===== src/hdl/grid_local_maximum_finder_defines.svh =====
// ============================================================================
// Grid local maximum finder assertion macros
// Shorthand for the concurrent checks at the end of the top level.
// ============================================================================
`ifndef GRID_LOCAL_MAXIMUM_FINDER_DEFINES_SVH
`define GRID_LOCAL_MAXIMUM_FINDER_DEFINES_SVH

// Same-cycle implication, checked outside reset
`define GLMF_ASSERT_NOW(label, clk, rst_n, ante, cons) \
    label: assert property (@(posedge clk) disable iff (!rst_n) (ante) |-> (cons)) \
        else $error("grid local maximum finder: same-cycle check failed");

// Next-cycle implication, checked outside reset
`define GLMF_ASSERT_NEXT(label, clk, rst_n, ante, cons) \
    label: assert property (@(posedge clk) disable iff (!rst_n) (ante) |=> (cons)) \
        else $error("grid local maximum finder: next-cycle check failed");

`endif


===== src/hdl/glmf_pkg.sv =====
// ============================================================================
// Grid local maximum finder package
// Shared widths, configuration register indexes and parameter defaults.
// ============================================================================
package glmf_pkg;

    // Default sizing of the line buffers and samples
    localparam int DEF_MAX_COLS    = 32;
    localparam int DEF_MAX_ROWS    = 32;
    localparam int DEF_SAMPLE_BITS = 16;

    // Result coordinate width
    localparam int PEAK_IDX_BITS = 5;
    typedef logic [PEAK_IDX_BITS-1:0] t_peak_idx;

    // Configuration port
    localparam int CFG_DATA_BITS = 6;
    typedef logic [CFG_DATA_BITS-1:0] t_cfg_data;
    typedef logic [0:0] t_cfg_index;

    localparam t_cfg_index CFG_GRID_ROWS = 1'd0;
    localparam t_cfg_index CFG_GRID_COLS = 1'd1;

    // Smallest legal grid dimension
    localparam t_cfg_data CFG_MIN_DIM = 6'd2;

endpackage


===== src/hdl/grid_local_maximum_finder.sv =====
// ============================================================================
// Grid local maximum finder
// 4-neighbour local maximum detection over a row-major stream of samples.
// ============================================================================
// Usage:
//   Write grid_rows (index 0) and grid_cols (index 1) through the write port
//   while idle; each write restarts the grid. Values below 2 read as 2, values
//   above MAX_ROWS / MAX_COLS read as that maximum.
//   Samples enter on the sample channel in row-major order. A cell of row r-1
//   is decided when the sample below it is taken; its (row, col) request sits
//   in the output register in the cycle after that sample is accepted.
//   Throughput: one sample per cycle while the output register is free or
//   being drained. The row above is read two columns and the row two above one
//   column ahead of the incoming sample, so the window keeps pace at one column
//   per cycle.
//   After the last sample of a grid, the held last-row peaks drain left to
//   right, one per cycle while the receiver takes them, with o_run_last on
//   the final request; samples are held off until the drain ends.
//   If the receiver stalls, the output register holds its request and the
//   sample channel stalls with it.
//   Reset (synchronous, active low) gives a 2 x 2 grid, zeroed counters and
//   flags; line buffer contents are left as they are.
// ============================================================================
`include "grid_local_maximum_finder_defines.svh"

module grid_local_maximum_finder #(
    parameter int MAX_COLS    = glmf_pkg::DEF_MAX_COLS,
    parameter int MAX_ROWS    = glmf_pkg::DEF_MAX_ROWS,
    parameter int SAMPLE_BITS = glmf_pkg::DEF_SAMPLE_BITS
) (
    input  logic                          i_clk,
    input  logic                          i_rst_n,
    // configuration write port
    input  logic                          i_cfg_we,
    input  glmf_pkg::t_cfg_index          i_cfg_index,
    input  glmf_pkg::t_cfg_data           i_cfg_data,
    // sample channel
    input  logic                          i_sample_valid,
    output logic                          o_sample_ready,
    input  logic signed [SAMPLE_BITS-1:0] i_sample,
    // peak channel
    output logic                          o_peak_valid,
    input  logic                          i_peak_ready,
    output glmf_pkg::t_peak_idx           o_peak_row,
    output glmf_pkg::t_peak_idx           o_peak_col,
    output logic                          o_run_last
);

    localparam int COL_W = $clog2(MAX_COLS);
    localparam int ROW_W = $clog2(MAX_ROWS);

    typedef logic signed [SAMPLE_BITS-1:0] t_sample;

    // Cell wins when no existing neighbour is strictly greater
    function automatic logic is_peak(
        input t_sample cv,
        input logic hl, input t_sample lv,
        input logic hr, input t_sample rv,
        input logic hu, input t_sample uv,
        input logic hd, input t_sample dv
    );
        logic lose;
        lose = (hl && (cv < lv)) || (hr && (cv < rv)) ||
               (hu && (cv < uv)) || (hd && (cv < dv));
        return !lose;
    endfunction

    // Line buffers: row above and row two above, one entry per column
    t_sample r_mem_above [MAX_COLS];
    t_sample r_mem_two   [MAX_COLS];
    t_sample r_rd_above;
    t_sample r_rd_two;

    // Sliding window registers
    t_sample r_mid_c;
    t_sample r_mid_p;
    t_sample r_x1;
    t_sample r_x2;

    // Control state
    logic [ROW_W-1:0]    r_row;
    logic [COL_W-1:0]    r_col;
    logic [ROW_W-1:0]    r_last_row;
    logic [COL_W-1:0]    r_last_col;
    logic [MAX_COLS-1:0] r_flags;
    logic                r_flush;
    logic [MAX_COLS-1:0] r_flush_flags;
    logic                r_out_valid;

    // Output payload
    glmf_pkg::t_peak_idx r_out_row;
    glmf_pkg::t_peak_idx r_out_col;
    logic                r_out_last;

    logic                accept_in;
    logic                out_free;
    logic                on_last_row;
    logic                is_final;
    logic                top_pk;
    logic                bot_pk;
    logic                fin_pk;
    logic [MAX_COLS-1:0] n_flags;
    logic [COL_W-1:0]    rd_addr_above;
    logic [COL_W-1:0]    rd_addr_two;
    logic [MAX_COLS-1:0] lowest;
    logic [MAX_COLS-1:0] remaining;
    logic [COL_W-1:0]    lowest_col;
    logic [ROW_W-1:0]    cfg_last_row;
    logic [COL_W-1:0]    cfg_last_col;

    // Handshakes
    assign out_free       = !r_out_valid || i_peak_ready;
    assign o_sample_ready = !r_flush && out_free;
    assign accept_in      = i_sample_valid && o_sample_ready;

    assign o_peak_valid = r_out_valid;
    assign o_peak_row   = r_out_row;
    assign o_peak_col   = r_out_col;
    assign o_run_last   = r_out_last;

    // Clamp register writes and keep them as last indexes
    always_comb begin
        if (i_cfg_data < glmf_pkg::CFG_MIN_DIM) begin
            cfg_last_row = ROW_W'(1);
        end else if (32'(i_cfg_data) > MAX_ROWS) begin
            cfg_last_row = ROW_W'(MAX_ROWS - 1);
        end else begin
            cfg_last_row = ROW_W'(i_cfg_data - glmf_pkg::t_cfg_data'(1));
        end
        if (i_cfg_data < glmf_pkg::CFG_MIN_DIM) begin
            cfg_last_col = COL_W'(1);
        end else if (32'(i_cfg_data) > MAX_COLS) begin
            cfg_last_col = COL_W'(MAX_COLS - 1);
        end else begin
            cfg_last_col = COL_W'(i_cfg_data - glmf_pkg::t_cfg_data'(1));
        end
    end

    // Prefetch addresses: row above two columns ahead, row two above one ahead
    always_comb begin
        if (r_col == r_last_col) begin
            rd_addr_two   = '0;
            rd_addr_above = COL_W'(1);
        end else if ((r_col + COL_W'(1)) == r_last_col) begin
            rd_addr_two   = r_col + COL_W'(1);
            rd_addr_above = '0;
        end else begin
            rd_addr_two   = r_col + COL_W'(1);
            rd_addr_above = r_col + COL_W'(2);
        end
    end

    // Decide the cell above, the last-row cell to the left and the corner
    always_comb begin
        on_last_row = (r_row == r_last_row);
        is_final    = on_last_row && (r_col == r_last_col);
        top_pk = (r_row != '0) &&
                 is_peak(r_mid_c,
                         r_col != '0, r_mid_p,
                         r_col != r_last_col, r_rd_above,
                         r_row > ROW_W'(1), r_rd_two,
                         1'b1, i_sample);
        bot_pk = on_last_row && (r_col != '0) &&
                 is_peak(r_x1,
                         r_col > COL_W'(1), r_x2,
                         1'b1, i_sample,
                         1'b1, r_mid_p,
                         1'b0, i_sample);
        fin_pk = is_final &&
                 is_peak(i_sample,
                         1'b1, r_x1,
                         1'b0, i_sample,
                         1'b1, r_mid_c,
                         1'b0, i_sample);
        n_flags = r_flags;
        if (bot_pk) begin
            n_flags[r_col - COL_W'(1)] = 1'b1;
        end
        if (fin_pk) begin
            n_flags[r_col] = 1'b1;
        end
    end

    // Pick the leftmost held last-row peak
    always_comb begin
        lowest     = r_flush_flags & (~r_flush_flags + MAX_COLS'(1));
        remaining  = r_flush_flags & ~lowest;
        lowest_col = '0;
        for (int i = 0; i < MAX_COLS; i++) begin
            if (lowest[i]) begin
                lowest_col = lowest_col | COL_W'(i);
            end
        end
    end

    // Line buffers with registered reads; forward the sample on a same-column hit
    always_ff @(posedge i_clk) begin
        if (accept_in) begin
            r_mem_above[r_col] <= i_sample;
            if (r_row != '0) begin
                r_mem_two[r_col] <= r_mid_c;
            end
            if (rd_addr_above == r_col) begin
                r_rd_above <= i_sample;
            end else begin
                r_rd_above <= r_mem_above[rd_addr_above];
            end
            r_rd_two <= r_mem_two[rd_addr_two];
            // advance the window by one column
            r_mid_p <= r_mid_c;
            r_mid_c <= r_rd_above;
            r_x2    <= r_x1;
            r_x1    <= i_sample;
        end
    end

    // Counters, flags, drain and output valid
    always_ff @(posedge i_clk) begin
        if (!i_rst_n) begin
            r_row         <= '0;
            r_col         <= '0;
            r_last_row    <= ROW_W'(1);
            r_last_col    <= COL_W'(1);
            r_flags       <= '0;
            r_flush       <= 1'b0;
            r_flush_flags <= '0;
            r_out_valid   <= 1'b0;
        end else begin
            // restart the grid on a register write, else advance per sample
            if (i_cfg_we) begin
                unique case (i_cfg_index)
                    glmf_pkg::CFG_GRID_ROWS: begin
                        r_last_row <= cfg_last_row;
                    end
                    glmf_pkg::CFG_GRID_COLS: begin
                        r_last_col <= cfg_last_col;
                    end
                endcase
                r_row   <= '0;
                r_col   <= '0;
                r_flags <= '0;
            end else if (accept_in) begin
                if (is_final) begin
                    r_row   <= '0;
                    r_col   <= '0;
                    r_flags <= '0;
                end else begin
                    r_flags <= n_flags;
                    if (r_col == r_last_col) begin
                        r_col <= '0;
                        r_row <= r_row + ROW_W'(1);
                    end else begin
                        r_col <= r_col + COL_W'(1);
                    end
                end
            end

            // hand last-row peaks to the drain, then drop them one by one
            priority if (accept_in && is_final && (n_flags != '0)) begin
                r_flush       <= 1'b1;
                r_flush_flags <= n_flags;
            end else if (r_flush && out_free) begin
                r_flush_flags <= remaining;
                if (remaining == '0) begin
                    r_flush <= 1'b0;
                end
            end

            // hold a request until taken
            priority if (accept_in && top_pk) begin
                r_out_valid <= 1'b1;
            end else if (r_flush && out_free) begin
                r_out_valid <= 1'b1;
            end else if (i_peak_ready) begin
                r_out_valid <= 1'b0;
            end
        end
    end

    // Output payload
    always_ff @(posedge i_clk) begin
        priority if (accept_in && top_pk) begin
            r_out_row  <= glmf_pkg::t_peak_idx'(r_row - ROW_W'(1));
            r_out_col  <= glmf_pkg::t_peak_idx'(r_col);
            r_out_last <= !(is_final && (n_flags != '0));
        end else if (r_flush && out_free) begin
            r_out_row  <= glmf_pkg::t_peak_idx'(r_last_row);
            r_out_col  <= glmf_pkg::t_peak_idx'(lowest_col);
            r_out_last <= (remaining == '0);
        end
    end

    // Checks
    `GLMF_ASSERT_NOW(a_col_in_grid, i_clk, i_rst_n, 1'b1, r_col <= r_last_col)
    `GLMF_ASSERT_NEXT(a_final_rearms, i_clk, i_rst_n, accept_in && is_final,
                      (r_row == '0) && (r_col == '0) && (r_flags == '0))
    `GLMF_ASSERT_NEXT(a_drain_ends_last, i_clk, i_rst_n,
                      r_flush && out_free && (remaining == '0),
                      o_peak_valid && o_run_last && !r_flush)

endmodule

===== config.mk =====
export PLATFORM = sky130hd
export DESIGN_NAME = grid_local_maximum_finder
export DESIGN_NICKNAME = d
export VERILOG_FILES = /design/src/hdl/glmf_pkg.sv /design/src/hdl/grid_local_maximum_finder.sv
export VERILOG_INCLUDE_DIRS = /design/src /design/src/hdl
export SDC_FILE = /design/constraint.sdc
export NUM_CORES = 2
export LEC_CHECK = 0
export BUFFER_PORTS_ARGS = -buffer_cell sky130_fd_sc_hd__buf_2
export CAP_MARGIN = 20
export CORE_MARGIN = 2
export CORE_UTILIZATION = 60
export CTS_BUF_LIST = sky130_fd_sc_hd__clkbuf_16
export DETAILED_ROUTE_END_ITERATION = 8
export GPL_ROUTABILITY_DRIVEN = 0
export PLACE_DENSITY = 0.81
export SYNTH_ARGS = -nofsm -noshare
export SYNTH_HDL_FRONTEND = slang
export SYNTH_SLANG_ARGS = --single-unit

===== constraint.sdc =====
create_clock -name i_clk -period 7.4 [get_ports i_clk]
set_clock_uncertainty 0.15 [all_clocks]
set_input_delay 1.11 -clock i_clk [delete_from_list [all_inputs] [get_ports i_clk]]
set_output_delay 1.11 -clock i_clk [all_outputs]
set_load 0.05 [all_outputs]

==> metrics.txt <==
status completed; antenna violations before repair 2; routed wl met3 17,880 um; Finish-stage setup viols 0; DIE AREA 0.09088 sq mm; overall global routing resource usage 31.25%; clk_lat worst skew 0.71 ns; Yosys reg bits 1,217; Post-Synth Simple-Gate Area 10.93%; drt drc 0; xor/xnor cell area share of the yosys netlist 0.4289%; Synth Instances 3,970; critical path type flip-flop to flip-flop; count of different cell masters after synthesis 88; Post-synth top cells edfxtp_1 (1,131), nand2_1 (440), clkbuf_1 (232); Die Y 301.5 um; PwrDens 252.6 mW/mm^2; Synth Area in Compound Gates 11.94%; Starting DRT DRC Count 5,058; crit-path cells clkinv_2 > ha_1 > nand2b_1 > nor2_1 > or3_1 > a21oi_1 > nand4b_2 > nor2_1 > a31oi_1 > and2_1 > a31oi_4 > mux2i_1; number of port buffers 40; # clock sinks 1,217; core area 0.08797 sq mm; Initial Utilization 60.35%; clock root cell clkbuf_16; Num CTS Buffers 116; Fmax 168.2 MHz; RSZ-0062 raised after global routing false; Fillers 5,730; Most common cell on crit path nor2_1; Synth Flop Type edfxtp_1; setup bufs post-CTS 0; CP Data Required Time 7.88 ns; setup TNS 0 ns; Synth area leaders edfxtp_1 (64%), dfxtp_1 (3.2%), nand2_1 (3.1%); syn nets 4,116; Max VDD drop 0.3015 mV; Avg WL per Cell 27.38 um; Post-synth EDFFs 1,131; drt total wl 143,600 um; Synthesis Warnings 0; first drt pass iteration count 7; Std-Cell Rows 109; Hold Path Class flip-flop to flip-flop; # resized after CTS 0; Avg Cell Area, Syn 13.37 sq um; Startpoint Class flip-flop; area leader, netlist edfxtp_1; Max-Cap Viols 0; IO Count 41; top-count cell post-synth edfxtp_1; uppermost layer routed met5; Routed Antenna Nets 0; arrival time of the worst setup path 6.42 ns; Hold Vio Cnt, Final 0; vias in the first global route 34,000; M1 WL 52,760 um; hold_ws 0.3228 ns; Layout Nets 4,128; vias per cell 6.883; mux cell area share after synthesis 3.721%; die extent in x 301.5 um; CP bufs+invs 1; first-pass GRT wire length 212,000 um; adder-cell share of the synthesized area 2.856%; max incr delay on CP 0.76 ns; TritonCTS clock tree yes; worst slew pin tran 1.165 ns; Max Slew Vio Count 0; CP max FO 62; Min Clock Period, post-route 5.945 ns; non-filler cells, final 5,242; synthesized area 0.05309 sq mm; relative slew slack 22.16%; clock transition at the registers of the reported paths 0.06 ns; fraction of registers with async set/reset 0%; CTS H-tree depth 3; Slowest-stage cell, CP dfxtp_4; Final period util 80.34%; Max Root-Sink Buffers 3; largest net degree at the start of global routing 122; Top Family by Delay on Critical Path simple AND/OR/NAND/NOR gates; grt total ovfl 0; main combinational cell family by area after synthesis compound AO/OA/AOI/OAI gates; Vias 36,081; area grow syn2layout 10.63%; estimated wirelength of the detail-placed design 82,090 um; CP Capture Type flip-flop; Static Leak 19.68 nW; sequential area share after synthesis 67.22%; DR WL met2 65,920 um; layout cell share with drive strength beyond 1 12.88%; post-synth top area share 63.97%; Placed Instances 5,029; # hold bufs at CTS 0
[per-layer routing]
layer | GRT usage (%) | up-vias
li1 | - | 15353
met1 | 43.69 | 17645
met2 | 48.38 | 2675
met3 | 5.778 | 406
met4 | 13.85 | 2
met5 | 0 | -
[cells in the final DEF (no fill, tap or decap), drive strengths merged, types with 98 or more instances in the layout]
cell type	count
inv	148
buf	172
or3	138
a311oi	98
and2	168
nand2	440
edfxtp	1131
a211oi	174
clkbuf	117
o21ai	230
ha	118
nor2	169
[through the flow]
step           util [%]  area (sq um)  setup slack [ns]  power [W]
2_1_floorplan         -         53090             1.445   0.008768
3_3_place_gp      62.67         55130             1.892   0.009243
3_5_place_dp      62.69         55150             1.618   0.009306
4_1_cts           66.76         58730             1.591    0.01483
5_1_grt           66.76         58730             1.182    0.01525
6_report          66.77         58730             1.455    0.01484
[area by class of cell]
| cell class | count | area, sq um | area share [%] |
|---|---|---|---|
| flip-flops and latches | 1217 | 35690 | 60.76 |
| multi-input cells | 2356 | 16280 | 27.72 |
| clock buffers | 117 | 2928 | 4.985 |
| well taps | 1165 | 1458 | 2.482 |
| repair buffers | 172 | 1270 | 2.162 |
| clock inverters | 95 | 651.9 | 1.110 |
| inverters | 119 | 450.4 | 0.7669 |
| diodes | 1 | 2.502 | 0.004261 |
[power breakdown]
group | internal [W] | total, W | switching (W)
registers | 0.00766 | 0.00771 | 0.0000470
logic | 0.000489 | 0.00151 | 0.00102
clock network | 0.00307 | 0.00561 | 0.00254
[kinds of logic after synthesis]
logic type | Yosys count
compound gates | 922
xor+xnor | 26
fa+ha+maj | 122
buf+inv | 397
flops | 1217
mux | 113
simple gates | 1173
[worst paths after layout]
kind / end / cells past startpoint / startpoint / slack [ns]
hold reg to reg: r_mid_c[6]$_DFFE_PP_ / 0 / r_rd_above[6]$_DFFE_PP_ / 0.32
setup / recovery: r_flush_flags[4]$_SDFFE_PN0P_ / 12 / r_col[0]$_SDFFE_PN0P_ / 1.45
setup reg to reg: r_flush_flags[4]$_SDFFE_PN0P_ / 12 / r_col[0]$_SDFFE_PN0P_ / 1.45
hold / removal: r_mid_c[6]$_DFFE_PP_ / 0 / r_rd_above[6]$_DFFE_PP_ / 0.32
[sequential cells by signal, summed over array words and instances (netlist names), 16 cells and up]
| name | count |
|---|---|
| r_flags | 32 |
| r_flush_flags | 32 |
| r_mem_above | 512 |
| r_mem_two | 512 |
| r_mid_c | 16 |
| r_mid_p | 16 |
| r_rd_above | 16 |
| r_rd_two | 16 |
| r_x1 | 16 |
| r_x2 | 16 |
No activity file was read; power rests on OpenSTA's default activity.
